$ cat src/design/acc_pkg.sv
// Shared types and constants for the box collision checker.
// Used by acc_front, acc_queue, acc_back and the top level.
package acc_pkg;

  localparam int MAX_BOXES_DEF  = 64;
  localparam int COORD_BITS_DEF = 24;
  localparam int RADIUS_BITS    = 16;
  localparam int CFG_IDX_BITS   = 3;

  typedef enum logic [2:0] {
    ACT_LOAD      = 3'd0,
    ACT_CLEAR     = 3'd1,
    ACT_POINT     = 3'd2,
    ACT_SEGMENT   = 3'd3,
    ACT_CLEARANCE = 3'd4
  } action_t;

  typedef enum logic [CFG_IDX_BITS-1:0] {
    CFG_WS_MIN_X = 3'd0,
    CFG_WS_MIN_Y = 3'd1,
    CFG_WS_MIN_Z = 3'd2,
    CFG_WS_MAX_X = 3'd3,
    CFG_WS_MAX_Y = 3'd4,
    CFG_WS_MAX_Z = 3'd5,
    CFG_RADIUS   = 3'd6
  } cfg_idx_t;

  localparam logic [1:0] ST_OK       = 2'd0;
  localparam logic [1:0] ST_FULL     = 2'd1;
  localparam logic [1:0] ST_EMPTY_WS = 2'd2;

  typedef enum logic [2:0] {
    K_NOP,
    K_LOAD,
    K_CLEAR,
    K_POINT,
    K_SEGMENT,
    K_CLEARANCE
  } kind_t;

  typedef struct packed {
    kind_t kind;
    logic  empty;
    logic  a_out;
    logic  b_out;
  } cls_t;

  localparam int CLS_W = $bits(cls_t);

  typedef enum logic [3:0] {
    S_IDLE,
    S_READ,
    S_BOX,
    S_PREP,
    S_PROD,
    S_UPD,
    S_FIN1,
    S_FIN2
  } state_t;

endpackage

$ cat src/design/acc_queue.sv
// Two-entry queue between the front end and the back end.
// Depends on acc_pkg only for the default width CLS_W.
module acc_queue import acc_pkg::*; #(
  parameter int WIDTH = CLS_W
) (
  input  logic             clk,
  input  logic             rst,
  input  logic             in_valid,
  output logic             in_ready,
  input  logic [WIDTH-1:0] in_data,
  output logic             out_valid,
  input  logic             out_pop,
  output logic [WIDTH-1:0] out_data
);

  logic [WIDTH-1:0] slots [2];
  logic             wr_ptr;
  logic             rd_ptr;
  logic [1:0]       fill;
  logic             push;
  logic             pop;

  assign in_ready  = (fill != 2'd2);
  assign out_valid = (fill != 2'd0);
  assign out_data  = slots[rd_ptr];
  assign push      = in_valid && in_ready;
  assign pop       = out_pop && out_valid;

  always_ff @(posedge clk) begin
    if (push) slots[wr_ptr] <= in_data;
  end

  always_ff @(posedge clk) begin
    if (rst) begin
      wr_ptr <= 1'b0;
      rd_ptr <= 1'b0;
      fill   <= 2'd0;
    end else begin
      if (push) wr_ptr <= ~wr_ptr;
      if (pop) rd_ptr <= ~rd_ptr;
      fill <= fill + {1'b0, push} - {1'b0, pop};
    end
  end

endmodule

$ cat config.mk
export PLATFORM = sky130hd
export DESIGN_NAME = acc_queue
export DESIGN_NICKNAME = d
export VERILOG_FILES = /design/src/design/acc_pkg.sv /design/src/design/acc_queue.sv
export SDC_FILE = /design/constraint.sdc
export NUM_CORES = 1
export LEC_CHECK = 0
export BUFFER_PORTS_ARGS = -buffer_cell sky130_fd_sc_hd__buf_2
export CORE_MARGIN = 2
export CORE_UTILIZATION = 25
export CTS_CLUSTER_SIZE = 28
export DETAILED_ROUTE_END_ITERATION = 16
export GPL_TIMING_DRIVEN = 1
export PLACE_DENSITY = 0.42
export SYNTH_ARGS = -nofsm -noshare
export SYNTH_HDL_FRONTEND = slang
export SYNTH_SLANG_ARGS = --single-unit
$ cat constraint.sdc
create_clock -name clk -period 2.4 [get_ports clk]
set_input_delay 0.12 -clock clk [delete_from_list [all_inputs] [get_ports clk]]
set_output_delay 0.12 -clock clk [all_outputs]
set_load 0.005 [all_outputs]
==> flow_summary_export.csv <==
group,metric,value,unit
global_routing,antenna_found_initial,0,
power_and_ir_drop,intPower,592,uW
flow_run,cap_violations,0,
detailed_routing,routed_wl,1.02,mm
global_routing,grt_use_total,7.06,%
detailed_routing,drc,0,
finish,n_antenna_cell,0,
floorplanning,fp.dieW,56.2,um
detailed_routing,vias,389,
setup_path,critPathArrivalTime,1770,ps
global_routing,grt_pass1_vias,377,
sta,final-setup-viol-count,0,
clock_network,cts_max_level,1,
synthesis,yosysTopAreaCellShare,52.9,%
synthesis,ys_types,19,
sta,period_needed,1560,ps
finish,final_util,32.7,%
power_and_ir_drop,pwr-share-comb,30.6,%
setup_path,critPathMaxFanout,4,
floorplanning,fp.dieH,56.2,um
synthesis,ys_seq_elements,17,
synthesis,syn-instance-count,44,
synthesis,synth-seq-area-share,67.6,%
global_routing,overflow,0,
finish,final_net_count,77,
placed_design,hpwl,788,um
detailed_routing,vias_per_cell,4.14,
detailed_routing,firstDrtPassIters,3,
setup_path,crit_slowest_cell,"dfxtp_1",
sta,worst_pin_slew,568,ps
global_routing,grt_pass1_wl,1.71,mm
clock_network,cts_resized,0,
synthesis,yosys-top-cells-count,"edfxtp_1, mux2_2, dfxtp_1, nor2_1, ha_1",
finish,drive_gt1_share,51.6,%
setup_path,critical_path.startpoint_type,"flip-flop",
clock_network,clk_pin_slew,100,ps
setup_path,required,2610,ps
floorplanning,row_count,18,
synthesis,async_flop_share,0,%
sta,fin_skew,5.14,ps
setup_path,r2r_setup_slack,840,ps
finish,multiInputGateArea,211,um2
sta,fin_crit_sh,65.1,%
setup_path,endpoint_kind,"flip-flop",
clock_network,ctsRootBufferMaster,"clkbuf_4",
clock_network,cts_tree,"built",
sta,slew-limit-headroom,62.0,%
min_path,hold_class,"primary input to flip-flop",
clock_network,clockBufferDepth,2,
sta,hold_viol,0,
synthesis,synth_flop_cell,"edfxtp_1",
floorplanning,design.die.area,3160,um2
power_and_ir_drop,power.leakage,0.000342,uW
power_and_ir_drop,worst_ir_drop_vdd,375,uV
detailed_routing,drt-initial-drc-count,1,
power_and_ir_drop,p_per_area,1010,nW/um2
detailed_routing,wire_per_inst,10.9,um
setup_path,path_cells,"nand2b_2 > nand2_4 > ha_1 > inv_1 > ha_1 > xor2_1 > and2_1 > nor3_1",
sta,tns,0,ps
clock_network,post-cts-setup-buffers,0,
floorplanning,initial_core_util,27.0,%
placed_design,gp_congestion,0.588,
floorplanning,core_area,2520,um2
clock_network,cts_inserted_buffers,3,
placed_design,numPortBuffers,17,
clock_network,clkSinkCount,17,
finish,seq_area,460,um2
sta,rsz0062_at_grt,"no",
sta,finalMaxSlewViolations,0,
floorplanning,io_pins,18,
clock_network,clk_latency,280,ps
finish,fillerInstances,277,
power_and_ir_drop,clock_power_share,17.9,%
synthesis,yosysTopAreaCell,"edfxtp_1",
synthesis,ys_warn_count,0,
detailed_routing,antenna_left,0,
synthesis,syn_area,681,um2
power_and_ir_drop,p_switching,241,uW
power_and_ir_drop,seq_power_share,51.5,%
synthesis,synth-edff-count,12,
setup_path,slowest_delay,380,ps
synthesis,synth.most_common_cell,"edfxtp_1",
finish,synthToLayoutAreaGrowth,21.3,%
setup_path,crit_top_cell,"ha_1",
power_and_ir_drop,p_sw_share,28.9,%
setup_path,crit_type,"flip-flop to flip-flop",
synthesis,synth_area_leaders,"edfxtp_1, dfxtp_1, mux2_2",
synthesis,avgSynthCellArea,15.5,um2
global_routing,grt_max_degree,11,
run_status,status,"completed",
synthesis,synth_nets,56,
sta,fmax,640,MHz
clock_network,hold_buffers,0,
[cells by family (layout without fill, tap and decap cells)]
logic type                 Yosys count  in the layout  share of synthesized area [%]
xor gates and xnor gates             2              2                           2.57
and+or+nand+nor                     13             13                           11.4
adders and majority gates            2              2                           3.68
AOI/OAI and AO/OA                    1              1                           1.29
buffers and inverters                2             22                           1.29
DFF                                 17             17                           67.6
muxes                                7              7                           12.1
[through the flow]
stage	hold WS, ps	power (uW)	area [um2]	setup WS [ps]	instances
after global routing	2.45	898	826	703	94
after detailed placement	317	700	798	822	90
after floorplan	192	607	681	917	44
after CTS	20.0	848	826	818	94
final	19.4	833	826	838	94
after global placement	310	697	798	864	90
[final timing paths]
kind | from | endpoint | cells past startpoint
setup / recovery | fill[0]$_SDFF_PP0_ | fill[1]$_SDFF_PP0_ | 8
hold / removal | in_data[0] | slots[1][0]$_DFFE_PP_ | 1
setup reg to reg | fill[0]$_SDFF_PP0_ | fill[1]$_SDFF_PP0_ | 8
hold reg to reg | rd_ptr$_SDFFE_PP0P_ | flip-flop | 2
[power by group through the flow]
stage | Combinational [uW] | Sequential [uW] | Clock [uW]
after floorplan | 193 | 414 | 0
after global placement | 259 | 438 | 0
after detailed placement | 262 | 438 | 0
after CTS | 263 | 432 | 153
after global routing | 285 | 440 | 173
final | 255 | 429 | 149
[routing by layer]
layer | GRT usage (%) | vias up | wire (um)
met1 | 8.65 | 186 | 466
met5 | 0 | - | 0
met4 | 2.04 | 0 | 13
li1 | - | 193 | -
met2 | 11.4 | 8 | 505
met3 | 2.79 | 2 | 38
[flip-flops by register name, indices dropped and copies added (netlist names), named ones only]
signal  flops
rd_ptr      1
fill        2
slots      12
wr_ptr      1
[worst max-delay path: cells and delay by family, from the launching register on]
family        cells  cell delay [ps]
simple gates      4              500
xor+xnor          1              140
flops             1              380
fa+ha+maj         2              430
buf+inv           1               40
[layout by cell type (no fill, tap or decap), drive strengths merged]
cell type,synthesis,final
and2,1,1
and2b,1,1
and3,1,1
buf,1,17
clkbuf,0,3
clkinv,0,1
dfxtp,5,5
edfxtp,12,12
ha,2,2
inv,1,1
mux2,7,7
nand2,1,1
nand2b,1,1
nor2,5,5
nor2b,1,1
nor3,1,1
o21a,1,1
or2,1,1
xnor2,1,1
xor2,1,1
[area by class of cell]
cell class,instances,share of cell area [%]
flip-flops and latches,17,55.8
multi-input cells,25,25.6
repair buffers,17,10.3
well taps,30,4.55
clock buffers,3,2.73
clock inverters,1,0.606
inverters,1,0.455
No activity file was read; power rests on OpenSTA's default activity.
