$ cat src/design/acc_pkg.sv
// Shared types and constants for the box collision checker.
// Used by acc_front, acc_queue, acc_back and the top level.
package acc_pkg;

  localparam int MAX_BOXES_DEF  = 64;
  localparam int COORD_BITS_DEF = 24;
  localparam int RADIUS_BITS    = 16;
  localparam int CFG_IDX_BITS   = 3;

  typedef enum logic [2:0] {
    ACT_LOAD      = 3'd0,
    ACT_CLEAR     = 3'd1,
    ACT_POINT     = 3'd2,
    ACT_SEGMENT   = 3'd3,
    ACT_CLEARANCE = 3'd4
  } action_t;

  typedef enum logic [CFG_IDX_BITS-1:0] {
    CFG_WS_MIN_X = 3'd0,
    CFG_WS_MIN_Y = 3'd1,
    CFG_WS_MIN_Z = 3'd2,
    CFG_WS_MAX_X = 3'd3,
    CFG_WS_MAX_Y = 3'd4,
    CFG_WS_MAX_Z = 3'd5,
    CFG_RADIUS   = 3'd6
  } cfg_idx_t;

  localparam logic [1:0] ST_OK       = 2'd0;
  localparam logic [1:0] ST_FULL     = 2'd1;
  localparam logic [1:0] ST_EMPTY_WS = 2'd2;

  typedef enum logic [2:0] {
    K_NOP,
    K_LOAD,
    K_CLEAR,
    K_POINT,
    K_SEGMENT,
    K_CLEARANCE
  } kind_t;

  typedef struct packed {
    kind_t kind;
    logic  empty;
    logic  a_out;
    logic  b_out;
  } cls_t;

  localparam int CLS_W = $bits(cls_t);

  typedef enum logic [3:0] {
    S_IDLE,
    S_READ,
    S_BOX,
    S_PREP,
    S_PROD,
    S_UPD,
    S_FIN1,
    S_FIN2
  } state_t;

endpackage

$ cat src/design/acc_front.sv
// Front end: decodes the action and checks the workspace bounds.
// Depends on acc_pkg; feeds acc_queue.
module acc_front import acc_pkg::*; #(
  parameter int COORD_BITS = COORD_BITS_DEF,
  parameter int ENTRY_W    = CLS_W + 6 * COORD_BITS + RADIUS_BITS
) (
  input  logic [2:0]                    action,
  input  logic signed [COORD_BITS-1:0]  a_x,
  input  logic signed [COORD_BITS-1:0]  a_y,
  input  logic signed [COORD_BITS-1:0]  a_z,
  input  logic signed [COORD_BITS-1:0]  b_x,
  input  logic signed [COORD_BITS-1:0]  b_y,
  input  logic signed [COORD_BITS-1:0]  b_z,
  input  logic [RADIUS_BITS-1:0]        extra_clearance,
  input  logic signed [COORD_BITS-1:0]  ws_min [3],
  input  logic signed [COORD_BITS-1:0]  ws_max [3],
  input  logic [RADIUS_BITS-1:0]        radius,
  output logic [ENTRY_W-1:0]            entry
);

  localparam int CB = COORD_BITS;
  localparam int GW = ((CB > RADIUS_BITS + 1) ? CB : RADIUS_BITS + 1) + 2;

  logic signed [GW-1:0] lo_lim [3];
  logic signed [GW-1:0] hi_lim [3];
  logic signed [GW-1:0] pa [3];
  logic signed [GW-1:0] pb [3];
  logic signed [GW-1:0] r_ext;
  cls_t                 cls;

  assign r_ext = $signed({{(GW-RADIUS_BITS){1'b0}}, radius});
  assign pa[0] = $signed({{(GW-CB){a_x[CB-1]}}, a_x});
  assign pa[1] = $signed({{(GW-CB){a_y[CB-1]}}, a_y});
  assign pa[2] = $signed({{(GW-CB){a_z[CB-1]}}, a_z});
  assign pb[0] = $signed({{(GW-CB){b_x[CB-1]}}, b_x});
  assign pb[1] = $signed({{(GW-CB){b_y[CB-1]}}, b_y});
  assign pb[2] = $signed({{(GW-CB){b_z[CB-1]}}, b_z});

  always_comb begin
    cls.empty = 1'b0;
    cls.a_out = 1'b0;
    cls.b_out = 1'b0;
    for (int k = 0; k < 3; k++) begin
      lo_lim[k] = $signed({{(GW-CB){ws_min[k][CB-1]}}, ws_min[k]}) + r_ext;
      hi_lim[k] = $signed({{(GW-CB){ws_max[k][CB-1]}}, ws_max[k]}) - r_ext;
      if (lo_lim[k] >= hi_lim[k]) cls.empty = 1'b1;
      if (pa[k] <= lo_lim[k] || pa[k] >= hi_lim[k]) cls.a_out = 1'b1;
      if (pb[k] <= lo_lim[k] || pb[k] >= hi_lim[k]) cls.b_out = 1'b1;
    end
    unique case (action)
      ACT_LOAD:      cls.kind = K_LOAD;
      ACT_CLEAR:     cls.kind = K_CLEAR;
      ACT_POINT:     cls.kind = K_POINT;
      ACT_SEGMENT:   cls.kind = K_SEGMENT;
      ACT_CLEARANCE: cls.kind = K_CLEARANCE;
      default:       cls.kind = K_NOP;
    endcase
  end

  assign entry = {extra_clearance, b_z, b_y, b_x, a_z, a_y, a_x, cls};

endmodule

$ cat config.mk
export PLATFORM = sky130hd
export DESIGN_NAME = acc_front
export DESIGN_NICKNAME = d
export VERILOG_FILES = /design/src/design/acc_pkg.sv /design/src/design/acc_front.sv
export SDC_FILE = /design/constraint.sdc
export NUM_CORES = 1
export LEC_CHECK = 0
export BUFFER_PORTS_ARGS = -buffer_cell sky130_fd_sc_hd__buf_2
export CAP_MARGIN = 10
export CORE_MARGIN = 3
export CORE_UTILIZATION = 35
export DETAILED_ROUTE_END_ITERATION = 16
export PLACE_DENSITY = 0.73
export SLEW_MARGIN = 10
export SYNTH_ARGS = -nofsm -noshare
export SYNTH_HDL_FRONTEND = slang
export SYNTH_SLANG_ARGS = --single-unit
export TNS_END_PERCENT = 30
$ cat constraint.sdc
create_clock -name vclk -period 7.2
set_clock_uncertainty 0.05 [all_clocks]
set_input_delay 1.44 -clock vclk [all_inputs]
set_output_delay 1.44 -clock vclk [all_outputs]
set_load 0.02 [all_outputs]
==> flow_summary.yaml <==
finish:
  drive_above_1_share: 0.339
  fillers: 4215
  regArea_sq_um: 0
  nClkBuffers: 0
  nNetsFinal: 3441
  multi_input_area_sq_um: 13800
  final_core_util: 0.477
  seq_cells: 0
  syn_to_final_growth_pct: 32.8
setup_path:
  path_class: "input port to primary output"
  crit_path_end_kind: "primary output"
  critPathLaunchType: "input port"
  max_stage_delay_ns: 0.44
  slowest_stage: "or4_4"
  worstPathRequired_ns: 5.71
  arrival_ns: 6.22
  critPathMaxFanout: 2
hold_path:
  hp-class: "input port to primary output"
synth:
  syn_inst: 1994
  synthTopCellsByArea: "ha_1 37%, buf_4 7.9%, a21oi_1 5.2%, xnor2_1 4.7%, a21o_1 4.6%"
  synth_warnings: 0
  syn_area_sq_um: 15300
  ys_seq_area_frac: 0
  synth_largest_area_cell: "ha_1"
  netlist.area_leader.share: 0.366
  syn_nets: 2770
  syn_avg_cell_area_sq_um: 7.65
  synth_cell_types: 83
placed_design:
  place_ws_ns: -0.809
  portBuffers: 457
  dp.final_hpwl_microns: 60600
  place_congestion: 0.987
routing:
  post_drt_via_cell_ratio: 5.50
  routed_wl_microns: 66900
  avgRoutedWirePerCell_microns: 20.6
  drt_iter0_drc: 1124
  drtPass1Iterations: 7
  ant_nets: 0
  drc: 0
  route.vias.total: 17900
sta:
  timing.fmax_mhz: 130
  finalCritPeriodShare: 1.07
  finalCriticalPeriod_ns: 7.71
  relSlewSlack: 0.475
  grt_setup_unrepaired: "true"
  slew_viol_final: 0
  tightest_slew_ns: 0.785
  hold_violations: 0
  finalSetupViolCount: 3
  holdWs_ns: 2.83
  tns_ns: -1.29
  fin_ws_ns: -0.511
outcome:
  failed_checks: "negative setup slack"
  outcome: "finished, violations left"
floorplanning:
  die_x_microns: 215
  dieArea_sq_um: 46200
  io_pins: 489
  initial_utilization: 0.359
  fp-row-count: 75
  core_area_sq_um: 42500
  die_h_microns: 215
job:
  cap_viol_max_count: 0
global_route:
  grt_max_degree: 10
  grt_pass1_vias: 17900
  overflow: 0
  grt_pass1_wl_microns: 99200
  track_usage: 0.270
  antenna_found_initial: 15
cts:
  postCtsHoldBufs: 0
power_and_ir_drop:
  power_w: 0.00239
  power.density_nw_per_um2: 118
  ir_drop_mv: 0.0623
  p_leak_nw: 10.9
[final timing paths]
check,startpoint,endpoint,slack [ns],depth (start not counted)
setup / recovery,ws_max[24],entry[2],-0.51,25
hold / removal,extra_clearance[4],entry[154],2.83,0
[through the flow]
step                instances  area [sq um]
global route             3242         20300
CTS                      3234         20000
floorplan                1994         15300
detailed placement       3231         19900
finish                   3248         20300
global placement         3231         19900
[logic make-up after synthesis]
| group | Yosys count | share of synthesized area |
|---|---|---|
| muxes | 4 | 0.00271 |
| and+or+nand+nor | 515 | 0.171 |
| buffers and inverters | 304 | 0.114 |
| AOI/OAI and AO/OA | 567 | 0.248 |
| xor gates and xnor gates | 144 | 0.0848 |
| adders and majority gates | 460 | 0.379 |
[cell usage in the layout, fill, tap and decap left out, types with 7 or more instances in the layout]
master      n
a21oi_1   153
ha_1      445
a211o_1    10
nor3_1     29
inv_1     133
and4_1      9
xnor2_1    81
nand2_1   122
nand2b_1   24
a31oi_1    11
o21a_1     42
o21bai_1   12
and3_1     26
nor2b_1    26
a21o_1     94
nand4_1    55
o21ai_1     7
buf_2     452
a211oi_1   17
or3_1      16
nor4_1     12
xor2_1     60
a21oi_2     7
diode_2     8
buf_4     378
nand3_1    54
nor2_1    103
o21ai_0    86
o211ai_1   23
o31ai_1    10
[layer usage]
layer | vias up | wire [microns] | GRT usage
met5 | - | 111 | 0
met4 | 16 | 2820 | 0.0954
met3 | 149 | 3930 | 0.0314
met2 | 641 | 32000 | 0.485
met1 | 8392 | 28100 | 0.332
li1 | 8656 | - | -
[cell usage after synthesis (all sizes together), types with 27 or more instances]
| cell | count |
|---|---|
| nand3 | 54 |
| a21oi | 160 |
| nand4 | 55 |
| nor2b | 27 |
| o21ai | 98 |
| xor2 | 61 |
| o21a | 42 |
| buf | 162 |
| xnor2 | 82 |
| inv | 136 |
| a21o | 94 |
| ha | 447 |
| nor3 | 33 |
| nand2 | 122 |
| nor2 | 104 |
[final cells by class]
class	instances	share of cell area
Tap cell	577	0.0356
Multi-Input combinational cell	1690	0.682
Inverter	136	0.0254
Antenna cell	8	0.000988
Timing Repair Buffer	837	0.256
[what timing repair did]
action / CTS / global route
resized for setup: 27 / 40
pin swaps: 19 / 31
endpoints found under the setup margin: 3 / 3
setup buffers: 3 / 6
[worst max-delay path: cells and delay by family]
family / cells / cell delay (ns)
adders and majority gates: 5 / 1.48
AOI/OAI and AO/OA: 10 / 1.54
xor gates and xnor gates: 1 / 0.13
buffers and inverters: 5 / 0.45
and+or+nand+nor: 4 / 1.17
[power by group]
| part | switching (W) | internal (W) |
|---|---|---|
| Clock | 0 | 0.000000000149 |
| Sequential | 0 | 0 |
| Combinational | 0.00129 | 0.00110 |
| Total | 0.00129 | 0.00110 |
No activity file was read; power rests on OpenSTA's default activity.
